[src/design/pctlb_ram.sv]
`default_nettype none
module pctlb_ram #(
	parameter int WIDTH = 8,
	parameter int DEPTH = 16
) (
	input  wire logic                     clk,
	input  wire logic                     we,
	input  wire logic [$clog2(DEPTH)-1:0] waddr,
	input  wire logic [WIDTH-1:0]         wdata,
	input  wire logic [$clog2(DEPTH)-1:0] raddr,
	output logic      [WIDTH-1:0]         rdata
);

	logic [WIDTH-1:0] mem_q [DEPTH];

	always_ff @(posedge clk) begin
		if (we) begin
			mem_q[waddr] <= wdata;
		end
		rdata <= mem_q[raddr];
	end

endmodule
`default_nettype wire

[config.mk]
export PLATFORM = sky130hd
export DESIGN_NAME = pctlb_ram
export DESIGN_NICKNAME = d
export VERILOG_FILES = /design/src/design/pctlb_ram.sv
export SDC_FILE = /design/constraint.sdc
export NUM_CORES = 1
export LEC_CHECK = 0
export BUFFER_PORTS_ARGS = -buffer_cell sky130_fd_sc_hd__buf_2
export CORE_MARGIN = 2
export CORE_UTILIZATION = 60
export DETAILED_ROUTE_END_ITERATION = 10
export HOLD_SLACK_MARGIN = 0.02
export PLACE_DENSITY = 0.78
export SLEW_MARGIN = 20
export SYNTH_ARGS = -nofsm -noshare
export SYNTH_HDL_FRONTEND = slang
export SYNTH_SLANG_ARGS = --single-unit
[constraint.sdc]
create_clock -name clk -period 4.55 [get_ports clk]
set_input_delay 0.91 -clock clk [delete_from_list [all_inputs] [get_ports clk]]
set_output_delay 0.91 -clock clk [all_outputs]
set_load 0.02 [all_outputs]
==> flow_metrics.env <==
export IMPL_status="finished, final reports clean"
export IMPL_core_area_um2=8260
export IMPL_synth_area_leader_cell="edfxtp_1"
export IMPL_grt_pass1_wl_mm=14.9
export IMPL_reg2regPathDepth=3
export IMPL_seq_area_frac_synth=0.778
export IMPL_port_buffer_count=25
export IMPL_internal_power_w=0.00234
export IMPL_ant_nets=0
export IMPL_max_freq_mhz=425
export IMPL_vias=2471
export IMPL_avgSynthCellArea_um2=22.5
export IMPL_fin_nets=284
export IMPL_fp_row_count=33
export IMPL_p_per_area_nw_per_um2=495
export IMPL_netlist_area_leader_share=0.747
export IMPL_syn2layout_area_growth_pct=15.8
export IMPL_period_needed_ns=2.35
export IMPL_hold_worst_slack_ns=0.670
export IMPL_holdBufCountCts=0
export IMPL_async_flop_share=0
export IMPL_rrSetupSlack_ns=3.13
export IMPL_diodes=0
export IMPL_synthTopCellsByCount="edfxtp_1, mux4_2, a22oi_1, mux4_1, nor2_1"
export IMPL_setup_tns_ns=0
export IMPL_dieArea_um2=9340
export IMPL_setup_slack_ns=2.20
export IMPL_cap_violations=0
export IMPL_power_frac_seq=0.478
export IMPL_crit_fanout=32
export IMPL_cp_end_kind="register"
export IMPL_overflow=0
export IMPL_cts_resized=0
export IMPL_critPathLaunchType="input pin"
export IMPL_hp_start="mem_q[12][7]$_DFFE_PP_"
export IMPL_root_buffer="clkbuf_8"
export IMPL_tightest_slew_ns=1.03
export IMPL_p_leak_nw=2.00
export IMPL_ys_flop_type="edfxtp_1"
export IMPL_clock_sinks=136
export IMPL_synthCells=229
export IMPL_synthTopCellsByArea="edfxtp_1, mux4_2, mux4_1"
export IMPL_layout_drive_gt1_share=0.283
export IMPL_ys_warn_count=0
export IMPL_rsz0062_at_grt="false"
export IMPL_antenna_found_initial=0
export IMPL_synth_most_common_cell="edfxtp_1"
export IMPL_slew_viol_final=0
export IMPL_min_to="rdata[7]$_DFF_P_"
export IMPL_pwr_share_clk=0.477
export IMPL_ir_worst_vdd_uv=356
export IMPL_cts_max_level=4
export IMPL_top_level_ports=26
export IMPL_wire_per_inst_um=25.4
export IMPL_finClkSkew_ns=0.00865
export IMPL_sw_frac_of_total=0.206
export IMPL_hold_depth=3
export IMPL_netlist_area_um2=5150
export IMPL_clock_latency_ns=0.52
export IMPL_cts_setup_buffers=0
export IMPL_synth_edf_count=128
export IMPL_grt_max_degree=33
export IMPL_wirelength_mm=9.77
export IMPL_gr_usage_all_layers=0.222
export IMPL_synth_seq_cells=136
export IMPL_cts_buffer_depth=2
export IMPL_drtPass1Iterations=5
export IMPL_cts_tree="yes"
export IMPL_place_ws_ns=1.65
export IMPL_syn_num_nets=247
export IMPL_numCtsBuffers=17
export IMPL_arrival_ns=2.75
export IMPL_r2r_end="rdata[2]$_DFF_P_"
export IMPL_r2r_start="mem_q[1][2]$_DFFE_PP_"
export IMPL_fp_dieH_um=96.6
export IMPL_drc=0
export IMPL_start_util=0.623
export IMPL_cp_data_required_time_ns=4.94
export IMPL_fill_cells=471
export IMPL_timing_final_hold_violations=0
export IMPL_grt_pass1_vias=2456
export IMPL_finalSetupViolations=0
export IMPL_hold_class="reg2reg"
export IMPL_p_comb_frac=0.045
export IMPL_slew_headroom=0.315
export IMPL_drtIter0Drc=360
export IMPL_routabilityCongestion=0.754
export IMPL_post_synth_num_cell_types=19
export IMPL_fin_crit_sh=0.517
export IMPL_avgViaCountPerCell=6.43
export IMPL_chipWidth_um=96.6
export IMPL_critical_path_class="in2reg"
export IMPL_clk_pin_slew_ns=0.06
export IMPL_dp_hpwl_mm=5.62
export IMPL_p_switching_w=0.000607
[area by class of cell]
cell class / count / area, µm² / share of cell area
flip-flops and latches: 136 / 4000 / 0.672
multi-input cells: 83 / 1060 / 0.178
clock buffers: 17 / 414 / 0.0695
clock inverters: 15 / 200 / 0.0336
repair buffers: 28 / 148 / 0.0248
well taps: 105 / 131 / 0.0220
[flip-flops by register name, indices dropped and copies added (netlist names)]
| signal | cells |
|---|---|
| mem_q | 128 |
| rdata | 8 |
[power groups by stage]
stage	Sequential (W)	Combinational (W)	Clock, W
floorplan	0.00144	0.0000711	0
finish	0.00141	0.000132	0.00141
CTS	0.00141	0.000132	0.00142
global placement	0.00143	0.000128	0
detailed placement	0.00144	0.000130	0
global route	0.00141	0.000141	0.00147
[routing by layer]
metal | up-vias | track usage | share of wire
li1 | 1050 | - | -
met5 | - | 0 | 0
met1 | 1267 | 0.315 | 0.40
met4 | 0 | 0.0964 | 0.021
met2 | 133 | 0.340 | 0.50
met3 | 21 | 0.0484 | 0.072
[how the worst max path moves through the flow]
stage / from / endpoint / cells after the start
floorplan: waddr[2] / mem_q[0][0]$_DFFE_PP_ / 2
global placement: raddr[0] / rdata[5]$_DFF_P_ / 4
detailed placement: raddr[0] / rdata[5]$_DFF_P_ / 4
CTS: raddr[0] / rdata[5]$_DFF_P_ / 4
global route: raddr[0] / rdata[5]$_DFF_P_ / 4
finish: raddr[0] / rdata[5]$_DFF_P_ / 4
[cell families (layout without fill, tap and decap cells)]
| logic type | after synthesis | count (layout) | synth area share |
|---|---|---|---|
| buffers and inverters | 10 | 60 | 0.0168 |
| AND/OR/NAND/NOR | 35 | 35 | 0.0318 |
| AO/OA/AOI/OAI | 16 | 16 | 0.0233 |
| flip-flops | 136 | 136 | 0.778 |
| multiplexers | 32 | 32 | 0.150 |
[stage by stage]
stage                     utilization  total power (W)  std cells  area [µm²]
after floorplan                     -          0.00151        229        5150
after global placement          0.647          0.00156        352        5340
after detailed placement        0.647          0.00157        352        5350
after CTS                       0.722          0.00296        384        5960
after global routing            0.722          0.00302        384        5960
final                           0.722          0.00295        384        5960
[worst max-delay path, cell delays in order]
cell     delay, ns
buf_2         0.76
mux4_1        0.67
a22oi_1       0.33
nand2_1       0.08
[cells in the final DEF, fill, tap and decap left out, types with 2 or more instances in the layout]
cell,netlist,layout
buf_4,1,3
a22oi_1,16,16
nand2_1,9,9
mux4_2,18,18
inv_6,0,3
nand2b_1,2,2
clkinv_4,0,2
clkinv_2,0,2
bufinv_16,0,4
nor3_1,4,3
buf_2,3,25
clkbuf_16,0,16
edfxtp_1,128,128
nor2_1,13,13
mux4_1,14,14
nand3b_1,2,2
dfxtp_1,8,8
clkinvlp_4,0,3
Power figures use the tool's default switching activity.
