## config.mk

```make
export PLATFORM = sky130hd
export DESIGN_NAME = pctlb_cfg
export DESIGN_NICKNAME = d
export VERILOG_FILES = /design/src/design/pctlb_pkg.sv /design/src/design/pctlb_cfg.sv
export SDC_FILE = /design/constraint.sdc
export NUM_CORES = 1
export LEC_CHECK = 0
export BUFFER_PORTS_ARGS = -buffer_cell sky130_fd_sc_hd__buf_2
export CAP_MARGIN = 15
export CORE_UTILIZATION = 40
export DETAILED_ROUTE_END_ITERATION = 7
export MAX_ROUTING_LAYER = met4
export PLACE_DENSITY = 0.82
export SYNTH_ARGS = -nofsm -noshare
export SYNTH_HDL_FRONTEND = slang
export SYNTH_SLANG_ARGS = --single-unit
```

## constraint.sdc

```tcl
create_clock -name clk -period 1.9 [get_ports clk]
set_input_delay 0 -clock clk [delete_from_list [all_inputs] [get_ports clk]]
set_output_delay 0 -clock clk [all_outputs]
set_load 0.05 [all_outputs]
```

## src/design/pctlb_pkg.sv

```systemverilog
`default_nettype none
package pctlb_pkg;

	localparam int MAX_CPUS = 4;
	localparam int MAX_SETS = 512;
	localparam int MAX_WAYS = 4;

	localparam int SET_W  = (MAX_SETS > 1) ? $clog2(MAX_SETS) : 1;
	localparam int SCNT_W = $clog2(MAX_SETS + 1);
	localparam int WAY_W  = (MAX_WAYS > 1) ? $clog2(MAX_WAYS) : 1;
	localparam int WCNT_W = $clog2(MAX_WAYS + 1);
	localparam int CPU_W  = (MAX_CPUS > 1) ? $clog2(MAX_CPUS) : 1;
	localparam int CCNT_W = $clog2(MAX_CPUS + 1);
	localparam int ROWS   = MAX_CPUS * MAX_SETS;
	localparam int ROW_W  = (ROWS > 1) ? $clog2(ROWS) : 1;

	localparam int APB_AW = 4;
	localparam int APB_DW = 32;

	localparam logic [1:0] REG_SETS = 2'd0;
	localparam logic [1:0] REG_WAYS = 2'd1;
	localparam logic [1:0] REG_CPUS = 2'd2;

	typedef struct packed {
		logic        valid;
		logic [63:0] tag;
		logic [63:0] stamp;
	} entry_t;

	typedef entry_t [MAX_WAYS-1:0] row_t;

	typedef struct packed {
		logic [SCNT_W-1:0] sets;
		logic [WCNT_W-1:0] ways;
		logic [CCNT_W-1:0] cpus;
	} cfg_t;

endpackage
`default_nettype wire

```

## src/design/pctlb_cfg.sv

```systemverilog
`default_nettype none
module pctlb_cfg
	import pctlb_pkg::*;
(
	input  wire logic              clk,
	input  wire logic              arst_n,
	input  wire logic              psel,
	input  wire logic              penable,
	input  wire logic              pwrite,
	input  wire logic [APB_AW-1:0] paddr,
	input  wire logic [APB_DW-1:0] pwdata,
	output logic      [APB_DW-1:0] prdata,
	output logic                   pready,
	output cfg_t                   cfg
);

	logic [9:0] sets_q;
	logic [2:0] ways_q;
	logic [2:0] cpus_q;
	logic       wen;

	assign pready = 1'b1;
	assign wen    = psel && penable && pwrite;

	always_ff @(posedge clk or negedge arst_n) begin
		if (!arst_n) begin
			sets_q <= 10'(MAX_SETS);
			ways_q <= 3'(MAX_WAYS);
			cpus_q <= 3'(MAX_CPUS);
		end else if (wen) begin
			unique case (paddr[3:2])
				REG_SETS: sets_q <= pwdata[9:0];
				REG_WAYS: ways_q <= pwdata[2:0];
				REG_CPUS: cpus_q <= pwdata[2:0];
				default:  ;
			endcase
		end
	end

	always_comb begin
		unique case (paddr[3:2])
			REG_SETS: prdata = APB_DW'(sets_q);
			REG_WAYS: prdata = APB_DW'(ways_q);
			REG_CPUS: prdata = APB_DW'(cpus_q);
			default:  prdata = '0;
		endcase
	end

	always_comb begin
		cfg.sets = (32'(sets_q) > MAX_SETS) ? SCNT_W'(MAX_SETS) : SCNT_W'(sets_q);
		if (ways_q == 3'd0) begin
			cfg.ways = WCNT_W'(1);
		end else begin
			cfg.ways = (32'(ways_q) > MAX_WAYS) ? WCNT_W'(MAX_WAYS) : WCNT_W'(ways_q);
		end
		cfg.cpus = (32'(cpus_q) > MAX_CPUS) ? CCNT_W'(MAX_CPUS) : CCNT_W'(cpus_q);
	end

endmodule
`default_nettype wire

```

==> flow_metrics.py <==
metrics = {
    "logic_synthesis": {
        "netlist_area_sq_um": 1036,
        "synth_top_cell_area_share_pct": 31.40,
        "synth_top_family_by_area": "multiplexers",
        "synth_xor_area_share_pct": 0,
        "synthTopCellsByCount": "23 x buf_4, 16 x mux2_2, 13 x dfrtp_1, 13 x nor2b_1, 7 x and2_1",
        "post_synth.cell_area_avg_sq_um": 10.57,
        "ys_async_sr_fraction_pct": 100.0,
        "synth_area_leader_cell": "dfrtp_1",
        "synth_simple_gate_area_share_pct": 18.48,
        "yosysWarnings": 0,
        "synth_compound_area_share_pct": 1.932,
        "synth-main-ff-cell": "dfrtp_1",
        "seq_area_frac_synth_pct": 39.01,
        "synthMostInstantiatedCell": "buf_4",
        "synth_cells": 98,
        "yosys.cell_types.count": 18,
        "synth-seq-cells": 16,
        "synth_fa_ha_area_share_pct": 0,
        "synthMuxAreaShare_pct": 20.29,
        "synth-edff-count": 0,
        "synth_area_leaders": "dfrtp_1 31%, mux2_2 17%, buf_4 17%, nor2b_1 7.9%, dfstp_2 7.6%",
    },
    "timing": {
        "setup_tns_ns": 0,
        "hold_violations": 0,
        "relSlewSlack_pct": 66.81,
        "fmax_mhz": 719.4,
        "setup_viol": 0,
        "setup_slack_ns": 0.5099,
        "min_period_ns": 1.390,
        "rsz0062_at_grt": "false",
        "tightest_slew_ns": 0.4962,
        "finalMaxSlewViolations": 0,
        "fin_crit_sh_pct": 73.16,
        "skew_ns": 0,
    },
    "place": {
        "place_hpwl_um": 1453,
        "dp.cells": 163,
        "port_buffers": 42,
        "pre_cts_ws_ns": 0.6934,
        "placed_area_sq_um": 1164,
        "gp_congestion": 0.7337,
    },
    "pwr": {
        "peakVddDrop_mv": 0.6237,
        "p_leak_nw": 0.6739,
        "internal_power_mw": 0.7182,
        "pwr-share-clk_pct": 12.4,
        "pwr_density_cell_nw_per_um2": 1142,
        "seqPwrFrac_pct": 34.0,
        "power_frac_comb_pct": 53.6,
        "switching_share_pct": 51.64,
        "p_sw_mw": 0.7670,
        "fin_total_pwr_mw": 1.485,
    },
    "cells_and_area": {
        "area_growth_pct": 25.48,
        "finalNonFillerCells": 178,
        "finalInstanceArea_sq_um": 1300,
        "drive_gt1_share_pct": 45.95,
        "fin_nets": 190,
        "antennaDiodeCount": 0,
    },
    "clocking": {
        "cts_buffers": 3,
        "h-tree-depth": 1,
        "cts_tree": "yes",
        "clk_latency_ns": 0.28,
        "clk_root_buffer_cell": "clkbuf_4",
        "cts_buffer_depth": 2,
        "cts.sinks": 16,
        "clkTransAtPathRegs_ns": 0.09,
    },
    "detailed_routing": {
        "routed_wl_um": 1962,
        "vias_per_cell": 4.303,
        "drtIter0Drc": 2,
        "first_pass_iters": 3,
        "wl_per_cell_um": 11.02,
        "postRouteAntennaNets": 0,
        "vias": 766,
        "drc": 0,
    },
    "setup_path": {
        "path_cells": "mux2i_1 > o21ai_0 > buf_2",
        "critical_path.max_stage_delay_ns": 0.58,
        "cp.required_ns": 1.90,
        "worstSetupPathType": "reg -> out",
        "cp.arrival_ns": 1.39,
        "crit_slowest_cell": "dfstp_2",
        "cp-end-kind": "primary output",
        "start_kind": "flop",
        "crit_family": "flip-flops",
        "critPathMaxFanout": 5,
        "critical_path_buf_inv_count": 1,
    },
    "floorplan": {
        "core_area_sq_um": 2455,
        "placementRows": 18,
        "dieHeight_um": 52.89,
        "die_area_sq_um": 2797,
        "io_pins": 90,
        "fp.dieW_um": 52.89,
        "start_util_pct": 42.20,
    },
    "global_route": {
        "grt_start_max_net_pins": 17,
        "grt_overflow": 0,
        "grt_antenna_before_repair": 0,
        "grt_pass1_wl_um": 2953,
        "grt_pass1_vias": 681,
        "grt_usage_pct": 15.16,
    },
    "flow_run": {
        "max-cap-violations": 0,
    },
    "hold_path": {
        "hp-class": "in -> async",
    },
    "outcome": {
        "status": "finished clean",
    },
}
==> registers in the layout, indices dropped and copies added (netlist names) <==
name / count
cpus_q: 3
sets_q: 10
ways_q: 3
==> final cells by class <==
| cell class | count | area [sq um] |
|---|---|---|
| fill | 234 | 1155 |
| multi-input combinational | 74 | 508.0 |
| sequential | 16 | 404.1 |
| timing repair buffer | 53 | 320.3 |
| tap | 30 | 37.54 |
| clock buffer | 4 | 26.28 |
| inverter | 1 | 3.754 |
==> final timing paths <==
| path | depth (start not counted) | end | startpoint | slack, ns |
|---|---|---|---|---|
| max reg2reg | 1 | sets_q[9] | sets_q[9] | 0.99 |
| min reg2reg | 1 | sets_q[2] | sets_q[2] | 0.53 |
| min | 2 | sets_q[7] | arst_n | 0.15 |
| max | 3 | prdata[2] | cpus_q[2] | 0.51 |
| max in group asynchronous | 2 | cpus_q[2] | arst_n | 1.45 |
| min in group clk | 3 | cpus_q[1] | paddr[2] | 0.23 |
==> what timing repair did <==
item,CTS,global route
hold buffers,11,0
setup buffers,0,0
hold endpoints to repair,32,0
gates resized for setup,0,0
==> stage by stage <==
stage / util (%) / hold slack [ns]
final: 52.96 / 0.1524
after global routing: 52.96 / 0.1773
after CTS: 52.96 / 0.1415
after detailed placement: 47.40 / -0.06724
after global placement: 47.40 / -0.07911
after floorplan: - / -0.2956
==> power by group through the flow <==
stage          Combinational (mW)  Sequential, mW  Clock, mW
6_report                    0.796           0.504      0.185
5_1_grt                     0.836           0.522      0.202
4_1_cts                     0.799           0.506      0.196
3_5_place_dp                0.779           0.512          0
3_3_place_gp                0.772           0.507          0
2_1_floorplan               0.700           0.478          0
==> cells by family (layout without fill, tap and decap cells) <==
| family | Yosys count | count (layout) |
|---|---|---|
| buffers and inverters | 29 | 58 |
| AO/OA/AOI/OAI | 4 | 4 |
| flip-flops | 16 | 16 |
| other | 2 | 23 |
| AND/OR/NAND/NOR | 28 | 28 |
| multiplexers | 19 | 19 |
==> placed cells by master (no fill, tap or decap), drive strengths merged <==
cell type,synthesis,layout
dfstp,3,3
nor2b,13,13
dfrtp,13,13
a21oi,1,1
conb,2,23
nor3,1,1
nor3b,2,2
mux2,16,16
nand2,3,3
mux2i,3,3
dlygate4sd3,0,11
and2,7,7
clkbuf,4,4
buf,24,42
inv,1,1
nor2,1,1
nand3,1,1
o21ai,3,3
==> layer usage <==
metal | wire length (um) | track usage, %
met3 | 152 | 2.874
met5 | 0 | -
met2 | 956 | 24.47
met4 | 10 | 6.579
met1 | 842 | 18.44
Note: power is estimated with default switching activity, not from simulation.
