`src/design/pctlb_pkg.sv`:
```
`default_nettype none
package pctlb_pkg;

	localparam int MAX_CPUS = 4;
	localparam int MAX_SETS = 512;
	localparam int MAX_WAYS = 4;

	localparam int SET_W  = (MAX_SETS > 1) ? $clog2(MAX_SETS) : 1;
	localparam int SCNT_W = $clog2(MAX_SETS + 1);
	localparam int WAY_W  = (MAX_WAYS > 1) ? $clog2(MAX_WAYS) : 1;
	localparam int WCNT_W = $clog2(MAX_WAYS + 1);
	localparam int CPU_W  = (MAX_CPUS > 1) ? $clog2(MAX_CPUS) : 1;
	localparam int CCNT_W = $clog2(MAX_CPUS + 1);
	localparam int ROWS   = MAX_CPUS * MAX_SETS;
	localparam int ROW_W  = (ROWS > 1) ? $clog2(ROWS) : 1;

	localparam int APB_AW = 4;
	localparam int APB_DW = 32;

	localparam logic [1:0] REG_SETS = 2'd0;
	localparam logic [1:0] REG_WAYS = 2'd1;
	localparam logic [1:0] REG_CPUS = 2'd2;

	typedef struct packed {
		logic        valid;
		logic [63:0] tag;
		logic [63:0] stamp;
	} entry_t;

	typedef entry_t [MAX_WAYS-1:0] row_t;

	typedef struct packed {
		logic [SCNT_W-1:0] sets;
		logic [WCNT_W-1:0] ways;
		logic [CCNT_W-1:0] cpus;
	} cfg_t;

endpackage
`default_nettype wire

```
`src/design/pctlb_way_cmp.sv`:
```
`default_nettype none
module pctlb_way_cmp
	import pctlb_pkg::*;
(
	input  wire entry_t      ent,
	input  wire logic [63:0] page,
	input  wire logic [63:0] best_stamp,
	output logic             match,
	output logic             older
);

	assign match = ent.valid && (ent.tag == page);
	assign older = (ent.stamp < best_stamp);

endmodule
`default_nettype wire

```
`config.mk`:
```
export PLATFORM = sky130hd
export DESIGN_NAME = pctlb_way_cmp
export DESIGN_NICKNAME = d
export VERILOG_FILES = /design/src/design/pctlb_pkg.sv /design/src/design/pctlb_way_cmp.sv
export SDC_FILE = /design/constraint.sdc
export NUM_CORES = 1
export LEC_CHECK = 0
export BUFFER_PORTS_ARGS = -buffer_cell sky130_fd_sc_hd__buf_2
export CAP_MARGIN = 20
export CORE_AREA = 2 2 101 103
export DETAILED_ROUTE_END_ITERATION = 16
export DIE_AREA = 0 0 103 105
export PLACE_DENSITY_LB_ADDON = 0.08
export REMOVE_ABC_BUFFERS = 1
export SYNTH_ARGS = -nofsm -noshare
export SYNTH_HDL_FRONTEND = slang
export SYNTH_SLANG_ARGS = --single-unit
```
`constraint.sdc`:
```
create_clock -name vclk -period 8.6
set_clock_uncertainty 0.2 [all_clocks]
set_input_delay 1.72 -clock vclk [all_inputs]
set_output_delay 1.72 -clock vclk [all_outputs]
set_load 0.02 [all_outputs]
```
==> results of run 1 <==
-- cell usage after synthesis (all sizes together) --
| library cell | count |
|---|---|
| inv | 79 |
| ha | 63 |
| xnor2 | 43 |
| nand4 | 22 |
| a21o | 16 |
| a21oi | 16 |
| nand2 | 8 |
| o21ai | 8 |
| a221oi | 7 |
| xor2 | 7 |
| nand3 | 5 |
| nor2 | 5 |
| nor4 | 5 |
| o22ai | 5 |
| a211oi | 3 |
| a2111oi | 2 |
| a221o | 2 |
| and3 | 2 |
| and4 | 2 |
| nor3 | 2 |
| o21a | 2 |
| o2bb2ai | 2 |
| or4 | 2 |
| a211o | 1 |
| nand2b | 1 |
| nor2b | 1 |
| nor4b | 1 |
| o221ai | 1 |
| o311ai | 1 |
| or3 | 1 |
-- where the power goes --
part | leakage (µW) | switching (µW) | internal (µW) | total [µW]
Sequential | 0 | 0 | 0 | 0
Clock | 0.0000000127 | 0 | 0.0000311 | 0.0000311
Combinational | 0.00232 | 66.6 | 90.6 | 157
-- final cells by class --
class	count	area [µm²]	area share (%)
multi-input cells	236	2000	53.2
repair buffers	259	1300	34.4
inverters	79	297	7.87
well taps	133	166	4.42
diodes	2	5.00	0.133
-- worst max-delay path by stage --
| stage | endpoint | slack (ns) | cells after the start |
|---|---|---|---|
| 3_5_place_dp | older | 2.88 | 9 |
| 4_1_cts | older | 2.88 | 9 |
| 3_3_place_gp | older | 2.89 | 9 |
| 6_report | older | 2.91 | 9 |
| 5_1_grt | older | 2.64 | 10 |
| 2_1_floorplan | older | 3.14 | 8 |
-- logic make-up after synthesis --
kind of cell | Yosys count
buffers and inverters | 79
AO/OA/AOI/OAI | 66
adder cells (fa/ha/maj) | 63
XOR/XNOR | 50
AND/OR/NAND/NOR | 57
-- metal layers --
layer / wire (µm) / up-vias / track usage, %
li1: - / 1630 / -
met1: 3210 / 1296 / 15.9
met2: 4360 / 137 / 29.0
met3: 939 / 10 / 3.48
met4: 132 / 0 / 2.82
met5: 0 / - / 0
-- through the flow --
step                      instances  hold slack (ns)
after CTS                       707             3.63
after global placement          707             3.63
after floorplan                 315             3.42
final                           709             3.63
after detailed placement        707             3.63
after global routing            709             3.65
-- layout by cell type, fill, tap and decap left out, drive strengths merged, types with 3 or more instances in the layout --
cell type / instances
a21oi: 16
inv: 79
a211oi: 3
nand2: 8
a21o: 16
xor2: 7
o21ai: 8
ha: 63
o22ai: 5
a221oi: 7
nand4: 22
buf: 259
nand3: 5
xnor2: 43
nor2: 5
nor4: 5
==> impl_results.md, run 1 <==
* Status: completed
* Main combinational cell family by area after synthesis: adder cells
* Hold crit path type: in2out
* Worst Setup SP: ent[43]
* Critical path launch point type: primary input
* Row cnt at 36
* PortBufs at between 200 and 300
* Final #Nets at approximately 900
* CP max-delay cell: a221o_1
* Final instance area at 3770 µm²
* Slew Limit Fails at 0
* Initial Utilization at between 20% and 30%
* Worst min-delay path endpoint: match
* Cell variety after synth at 31
* CLK BUF at 0
* Seq_cells at 0
* Total number of vias at slightly above 3000
* Die area at about 11000 µm²
* Mux cell area share after synthesis at 0%
* Min Clock Period, post-route at about 5.7 ns
* Post-synthesis compound-gate area fraction at 19.6%
* Max_slew headroom at 72.0%
* GPL Wtd Cong at 0.833
* Critical path capture point type: output port
* Post-synthesis cell area at roughly 2300 µm²
* # setup viols final at 0
* Hold_buf cts at 0
* Dpl hpwl at 8360 µm
* Overflow left after global routing at 0
* Critical Path Fanout Max at 2
* GRT Total Usage at about 15%
* Pwr Density at approximately 42 nW/µm²
* Slew of the pin with the lowest slew margin at ~0.41 ns
* Leading area contributor after synthesis: ha_1
* Ys Warns at 0
* Io pins at about 260
* Fmax at around 180 MHz
* Crit Path Class: in2out
* Pin count of the biggest net entering global routing at 4
* Max cap viols at 0
* Min-delay src: ent[79]
* Chip width at approximately 100 µm
* Fill cells at 1104
* Overall Power at 157 µW
* WL/cell at 12.2 µm
* Setup Total Neg Slack at 0 ns
* Synth Area in XOR/XNOR at a little under a fifth
* Sequential area share after synthesis at 0%
* PnR worst setup slack at a little under 3 ns
* Post-CTS sizing at 0
* Post-synth top area share at about a third
* Post-route core utilization at 39.1%
* Fin crit share at 66.1%
* Die height at 105 µm
* Storage cell area at 0 µm²
* Synthesized instance count at between 300 and 400
* Final WL at just under 9000 µm
* Post-Synth Simple-Gate Area at 14.2%
* Global-route wire length before repair at roughly 13000 µm
* Critical Path RT at approximately 6.7 ns
* DR iter-0 viols at 24
* Worst-path cell chain: buf_2 > ha_1 > and3_1 > a221o_1 > a221o_1 > or3_1 > a21oi_1 > o21a_1 > buf_2
* Adder-Cell Fraction of Synth Area at between 30% and 40%
* Worst path arrival time at 3.77 ns
* Max incr delay on CP at around 0.34 ns
* Routed Antenna Nets at 0
* Vias in the first global route at 3136
* Final Hold Fails at 0
* Initial antenna violation count at 2
* Worst slack, placed at about 2.9 ns
* Ranking of synthesized cells by area: ha_1 34%, xnor2_1 16%, inv_1 13%, nand4_1 6.0%, a21o_1 5.2%
* DRC violation count after routing at 0
* Worst Path Buf+Inv at 2
* Hold path depth at 4
* Layout area overhead at 63.8%
* Via/cell ratio at around 4.3
* Initial DRT Pass Iterations at 4
* RSZ-0062 raised after global routing: false
* Critical path's top delay family: compound AO/OA/AOI/OAI gates
* Layout cell share with drive strength beyond 1 at approximately 45%
* Core Area at 9640 µm²
* Setup Fix Bufs, Post-CTS at 0
* Mean post-synth cell area at around 7.3 µm²
* Placed Area at 3760 µm²
* Pleak at between 0.002 and 0.0025 µW
* Worst ir drop on vdd at 0.0193 mV
(Power assumes the default switching activity.)
==> inputs of run 2 (changes only) <==
--- a/config.mk
+++ b/config.mk
@@ -5,11 +5,12 @@
 export SDC_FILE = /design/constraint.sdc
 export NUM_CORES = 1
 export LEC_CHECK = 0
+export ABC_AREA = 1
 export BUFFER_PORTS_ARGS = -buffer_cell sky130_fd_sc_hd__buf_2
 export CAP_MARGIN = 20
-export CORE_AREA = 2 2 101 103
+export CORE_AREA = 2 2 99 101
 export DETAILED_ROUTE_END_ITERATION = 16
-export DIE_AREA = 0 0 103 105
+export DIE_AREA = 0 0 101 103
 export PLACE_DENSITY_LB_ADDON = 0.08
 export REMOVE_ABC_BUFFERS = 1
 export SYNTH_ARGS = -nofsm -noshare
==> constraint.sdc (replaced) <==
create_clock -name vclk -period 5.5
set_clock_uncertainty 0.2 [all_clocks]
set_input_delay 1.1 -clock vclk [all_inputs]
set_output_delay 1.1 -clock vclk [all_outputs]
set_load 0.02 [all_outputs]
==> impl_results.md, run 2 <==
* Status: completed (unchanged)
* Min Clock Period, post-route at between 3 and 4 ns
* Post-CTS sizing at 0 (unchanged)
* Pwr Density at 64.7 nW/µm² (was 41.7 nW/µm²)
* Met1 WL at 3820 µm (was 3210 µm)
* Routed Antenna Nets at 0 (unchanged)
* Vias in the first global route at 3375 (was 3136)
* Commonest non-fill, non-tap cells in the layout: 259 x buf_2, 118 x inv_1, 90 x nand2_1, 63 x ha_1, 47 x nor2_1 (was 259 x buf_2, 79 x inv_1, 63 x ha_1, 43 x xnor2_1, 22 x nand4_1)
* Leading area contributor after synthesis: ha_1 (unchanged)
* Critical Path Fanout Max at 2 (unchanged)
* Ranking of synthesized cells by area: ha_1 30%, inv_1 17%, nand2_1 13%, nor2_1 6.8%, a21oi_1 5.6% (was ha_1 34%, xnor2_1 16%, inv_1 13%, nand4_1 6.0%, a21o_1 5.2%)
* Initial DRT Pass Iterations at 6 (was 4)
* Synthesized instance count at 452 (was 315)
* WL/cell at 11.3 µm (was 12.2 µm)
* CLK BUF at 0 (unchanged)
* Hold_buf cts at 0 (unchanged)
* Comb pwr share at 100.0% (about the same)
* Setup Fix Bufs, Post-CTS at 0 (unchanged)
* Fmax at ~260 MHz
* Seq_cells at 0 (unchanged)
* Hold path depth at 7 (was 4)
* Setup Total Neg Slack at 0 ns (unchanged)
* Most common library cells after synthesis: 118 x inv_1, 90 x nand2_1, 63 x ha_1, 47 x nor2_1, 29 x a21oi_1 (was 79 x inv_1, 63 x ha_1, 43 x xnor2_1, 22 x nand4_1)
* Core Area at 9460 µm² (was 9640 µm²)
* Worst-path cell chain: buf_2 > ha_1 > a21oi_1 > o21a_1 > nand2_1 > a21oi_1 > nand2_1 > a21oi_2 > buf_2 (was buf_2 > ha_1 > and3_1 > a221o_1 > a221o_1 > or3_1 > a21oi_1 > o21a_1 > buf_2)
* Die area at 10400 µm² (was 10800 µm²)
* Placed Area at 4030 µm² (was 3760 µm²)
* Sequential area share after synthesis at 0% (unchanged)
* Storage cell area at 0 µm² (unchanged)
* Layout cell share with drive strength beyond 1 at 38.4% (was 45.3%)
* Final instance area at 4030 µm² (was 3770 µm²)
* Max incr delay on CP at 0.30 ns (was 0.34 ns)
* Max_slew headroom at 81.3% (was 72.0%)
* Most numerous cell in the Yosys netlist: inv_1 (unchanged)
* Chip width at 101 µm (was 103 µm)
* Fin crit share at between 60% and 70%
* Cell variety after synth at 25 (was 31)
* Critical path's top delay family: compound AO/OA/AOI/OAI gates (unchanged)
* Multi-input gate area at 2110 µm² (was 2000 µm²)
* Via/cell ratio at 4.39 (was 4.33)
* Layout area overhead at 55.6% (was 63.8%)
* Total number of vias at 3625 (was 3073)
* Pin count of the biggest net entering global routing at 4 (unchanged)
* Internal power at 138 µW (was 90.6 µW)
* Clock share of power at 0% (about the same)
* Pleak at 0.00268 µW (was 0.00232 µW)
* DR iter-0 viols at 70 (was 24)
* Hold crit path type: in2out (unchanged)
* GPL Wtd Cong at 0.878 (was 0.833)
* Ys Warns at 0 (unchanged)
* DRC violation count after routing at 0 (unchanged)
* Post-synthesis cell area at 2590 µm² (was 2300 µm²)
* Slew of the pin with the lowest slew margin at 0.278 ns (was 0.410 ns)
* Die height at 103 µm (was 105 µm)
* Dpl hpwl at 9010 µm (was 8360 µm)
* Initial Utilization at 27.4% (was 23.9%)
* Sw Ratio at 47.0% (was 42.4%)
* Commonest non-fill, non-tap cell in the layout: buf_2 (unchanged)
* Stages on the worst setup path at 9 (unchanged)
* Final #Nets at 1033 (was 896)
* Overflow left after global routing at 0 (unchanged)
* GRT Total Usage at 15.7% (was 14.9%)
* Ant. Diodes at 0 (was 2)
* Met2 Wirelength at 4760 µm (was 4360 µm)
* Overall Power at 260 µW (was 157 µW)
* Worst ir drop on vdd at 0.0240 mV (was 0.0193 mV)
* Fill cells at 1082 (was 1104)
* CP max-delay cell: ha_1 (was a221o_1)
* Switching pwr at 122 µW (was 66.6 µW)
* Final WL at 9310 µm (was 8650 µm)
* PortBufs at 259 (unchanged)
* Critical path launch point type: primary input (unchanged)
* Final Hold Fails at 0 (unchanged)
* Io pins at 259 (unchanged)
* Critical path capture point type: output port (unchanged)
* Initial antenna violation count at 0 (was 2)
* Crit Path Class: in2out (unchanged)
* Row cnt at 36 (unchanged)
* RSZ-0062 raised after global routing: false (unchanged)
* Worst path arrival time at 2.49 ns (was 3.77 ns)
* Slew Limit Fails at 0 (unchanged)
* Max cap viols at 0 (unchanged)
* Post-synth top area share at 30.5% (was 34.3%)
* Power share of the sequential group at 0% (about the same)
* Mean post-synth cell area at 5.72 µm² (was 7.30 µm²)
* Global-route wire length before repair at 13500 µm (was 13400 µm)
* Worst Path Buf+Inv at 2 (unchanged)
* Critical Path RT at 4.20 ns (was 6.68 ns)
* # setup viols final at 0 (unchanged)
* Met3 routed WL at 525 µm (was 939 µm)
* Uppermost layer routed: met4 (unchanged)
==> run 2: changes by cell type in the layout (fill, tap and decap cells not counted), sizes merged, moves of 5 or more <==
cell / delta
a21o: -16
nor2: +42
xnor2: -29
nand4: -15
nand2: +82
nor4: -5
o21ai: +17
a21oi: +15
o22ai: +8
a22o: +9
inv: +47
a221oi: -5
==> run 2: worst paths after layout <==
path                  from    end  slack (ns)
setup / recovery   ent[29]  older        1.71
hold / removal    page[25]  match        2.48
==> run 2: power groups by stage <==
stage	combinational (µW)	clock (µW)	sequential (µW)
after CTS	265	0	0
after global routing	303	0	0
after detailed placement	263	0	0
final	260	0	0
after floorplan	136	0	0
after global placement	258	0	0
==> run 2: through the flow <==
step	utilization, %	std cells	hold WS (ns)	setup slack, ns
after floorplan	-	452	2.27	1.98
after global placement	42.6	825	2.48	1.74
after detailed placement	42.6	825	2.48	1.72
after CTS	42.6	825	2.49	1.71
after global routing	42.6	825	2.53	1.61
final	42.6	825	2.48	1.71
==> run 2: layout make-up <==
type,count,share of cell area (%)
multi-input combinational,326,52.5
timing repair buffer,259,32.2
tap,114,3.54
inverter,126,11.7
==> run 2: per-layer routing <==
metal / vias up / GRT usage [%]
li1: 1967 / -
met5: - / 0
met4: 0 / 3.01
met3: 16 / 1.29
met1: 1508 / 18.8
met2: 134 / 30.6
==> run 2: tightest hold or removal path, cell delays in order <==
cell and delay (ns):
buf_2 0.08, a221oi_1 0.06, nand2_1 0.06, nor2_1 0.03, nand3_1 0.05, nor2_1 0.04
buf_2 0.15
==> run 2: logic make-up (layout without fill, tap and decap cells) <==
logic type                 Yosys count  count (layout)  synth area share (%)
xor gates and xnor gates            17              17                  5.75
and+or+nand+nor                    160             160                  25.2
AOI/OAI and AO/OA                   86              86                  20.3
buffers and inverters              126             385                  18.3
adders and majority gates           63              63                  30.5
==> inputs of run 3 (changes only) <==
--- a/config.mk
+++ b/config.mk
@@ -5,12 +5,12 @@
 export SDC_FILE = /design/constraint.sdc
 export NUM_CORES = 1
 export LEC_CHECK = 0
-export ABC_AREA = 1
+export ABC_AREA = 0
 export BUFFER_PORTS_ARGS = -buffer_cell sky130_fd_sc_hd__buf_2
 export CAP_MARGIN = 20
-export CORE_AREA = 2 2 99 101
+export CORE_AREA = 2 2 100 102
 export DETAILED_ROUTE_END_ITERATION = 16
-export DIE_AREA = 0 0 101 103
+export DIE_AREA = 0 0 102 104
 export PLACE_DENSITY_LB_ADDON = 0.08
 export REMOVE_ABC_BUFFERS = 1
 export SYNTH_ARGS = -nofsm -noshare
==> constraint.sdc (replaced) <==
create_clock -name vclk -period 3.35
set_clock_uncertainty 0.2 [all_clocks]
set_input_delay 0.67 -clock vclk [all_inputs]
set_output_delay 0.67 -clock vclk [all_outputs]
set_load 0.02 [all_outputs]
==> impl_results.md, run 3 (synthesis results as in run 1) <==
* Overflow left after global routing at 0 (unchanged)
* Crit Path Class: in2out (unchanged)
* Worst path arrival time at 2.51 ns (was 2.49 ns)
* Row cnt at 36 (unchanged)
* Critical path capture point type: output port (unchanged)
* Final #Nets at 904 (was 1033)
* Seq_cells at 0 (unchanged)
* # placed instances at 716 (was 825)
* RSZ-0062 raised after global routing: true (was false)
* Commonest non-fill, non-tap cell in the layout: buf_2 (unchanged)
* Core Area at 9550 µm² (was 9460 µm²)
* Fin crit share at 101%
* Worst ir drop on vdd at 0.0546 mV (was 0.0240 mV)
* Max_slew headroom at 67.2% (was 81.3%)
* Dpl hpwl at 8230 µm (was 9010 µm)
* Die height at 104 µm (was 103 µm)
* Max cap viols at 0 (unchanged)
* Post-route core utilization at 41.4% (was 42.6%)
* Die area at 10600 µm² (was 10400 µm²)
* Ant. Diodes at 0 (unchanged)
* Global-route wire length before repair at 12900 µm (was 13500 µm)
* Critical Path RT at 2.48 ns (was 4.20 ns)
* Pwr Density at 110 nW/µm² (was 64.7 nW/µm²)
* Chip width at 102 µm (was 101 µm)
* Slew of the pin with the lowest slew margin at 0.486 ns (was 0.278 ns)
* Min Clock Period, post-route at roughly 3.4 ns
* Worst Setup SP: ent[42] (was ent[29])
* Routed Antenna Nets at 0 (unchanged)
* Min-delay src: ent[79] (was page[25])
* Vias in the first global route at 3001 (was 3375)
* Pleak at 0.00238 µW (was 0.00268 µW)
* Total number of vias at 3087 (was 3625)
* WL/cell at 12.2 µm (was 11.3 µm)
* Slew Limit Fails at 0 (unchanged)
* DRC violation count after routing at 0 (unchanged)
* Hold crit path type: in2out (unchanged)
* Io pins at 259 (unchanged)
* CLK BUF at 0 (unchanged)
* Commonest non-fill, non-tap cells in the layout: 256 x buf_2, 76 x inv_1, 60 x ha_1, 41 x xnor2_1, 22 x nand4_1 (was 259 x buf_2, 118 x inv_1, 90 x nand2_1, 63 x ha_1, 47 x nor2_1)
* Via/cell ratio at 4.32 (was 4.39)
* Critical path launch point type: primary input (unchanged)
* Pin count of the biggest net entering global routing at 4 (unchanged)
* Layout cell share with drive strength beyond 1 at 49.0% (was 38.4%)
* Failing checks: negative setup slack
* Initial antenna violation count at 0 (unchanged)
* Critical Path Fanout Max at 2 (unchanged)
* Fmax at a little under 300 MHz
* GPL Wtd Cong at 0.844 (was 0.878)
* Layout area overhead at 71.7% (was 55.6%)
* Initial Utilization at 24.1% (was 27.4%)
* # setup viols final at 1 (was 0)
* Status: complete, but fails checks (was completed)
* Hold_buf cts at 0 (unchanged)
* Initial DRT Pass Iterations at 4 (was 6)
* Final WL at 8740 µm (was 9310 µm)
* Final Hold Fails at 0 (unchanged)
* Storage cell area at 0 µm² (unchanged)
* Layout Cells excl Fill at 715 (was 825)
* DR iter-0 viols at 24 (was 70)
* PnR worst setup slack at -0.0284 ns (was 1.71 ns)
* PortBufs at 259 (unchanged)
* GRT Total Usage at 14.7% (was 15.7%)
-- run 3: changes by cell type in the layout (fill, tap and decap cells not counted), moves of 14 or more --
cell     change
inv_1       -42
a21o_1      +16
nand4_1     +15
o21ai_1     -16
nor2_1      -43
xnor2_1     +27
nand2_1     -82
a21oi_1     -14
-- run 3: routing by layer --
layer	global-route usage [%]	share of wire [%]
met2	28.4	49
met4	1.62	1.5
met1	16.8	40
met5	0	0
met3	2.69	9.5
-- run 3: timing repair --
action	4_1_cts	5_1_grt
setup buffers	0	0
pin swaps	10	5
gates resized for setup	18	6
endpoints found under the setup margin	2	2
-- run 3: area by class of cell --
type / count / area [µm²]
Multi-Input combinational cell: 236 / 2110
Timing Repair Buffer: 267 / 1370
Tap cell: 133 / 166
Fill cell: 1049 / 5600
Inverter: 79 / 299
-- run 3: worst max-delay path: stages --
cell	delay, ns
buf_2	0.12
ha_4	0.23
and3_4	0.16
a221o_1	0.31
a221o_1	0.31
or3_1	0.33
a21oi_2	0.14
o21a_1	0.14
buf_6	0.11
-- run 3: path summary, 6_finish.rpt --
| path | slack [ns] | to | cells past startpoint |
|---|---|---|---|
| min | 1.55 | match | 4 |
| max | -0.03 | older | 9 |
-- run 3: report_power, final --
group	internal, µW	switching (µW)	total (µW)	leakage (µW)
Combinational	252	183	434	0.00238
Sequential	0	0	0	0
Clock	0	0	0	0
-- run 3: metrics by stage --
| step | hold slack [ns] | worst slack [ns] | TNS (ns) | instance area, µm² | power [µW] |
|---|---|---|---|---|---|
| after CTS | 1.54 | -0.0424 | -0.0424 | 3920 | 437 |
| after global placement | 1.53 | -0.335 | -0.372 | 3830 | 415 |
| after floorplan | 1.32 | -0.0104 | -0.0104 | 2300 | 202 |
| after global routing | 1.57 | -0.117 | -0.117 | 3950 | 496 |
| after detailed placement | 1.54 | -0.277 | -0.320 | 3830 | 420 |
| final | 1.55 | -0.0284 | -0.0284 | 3950 | 434 |
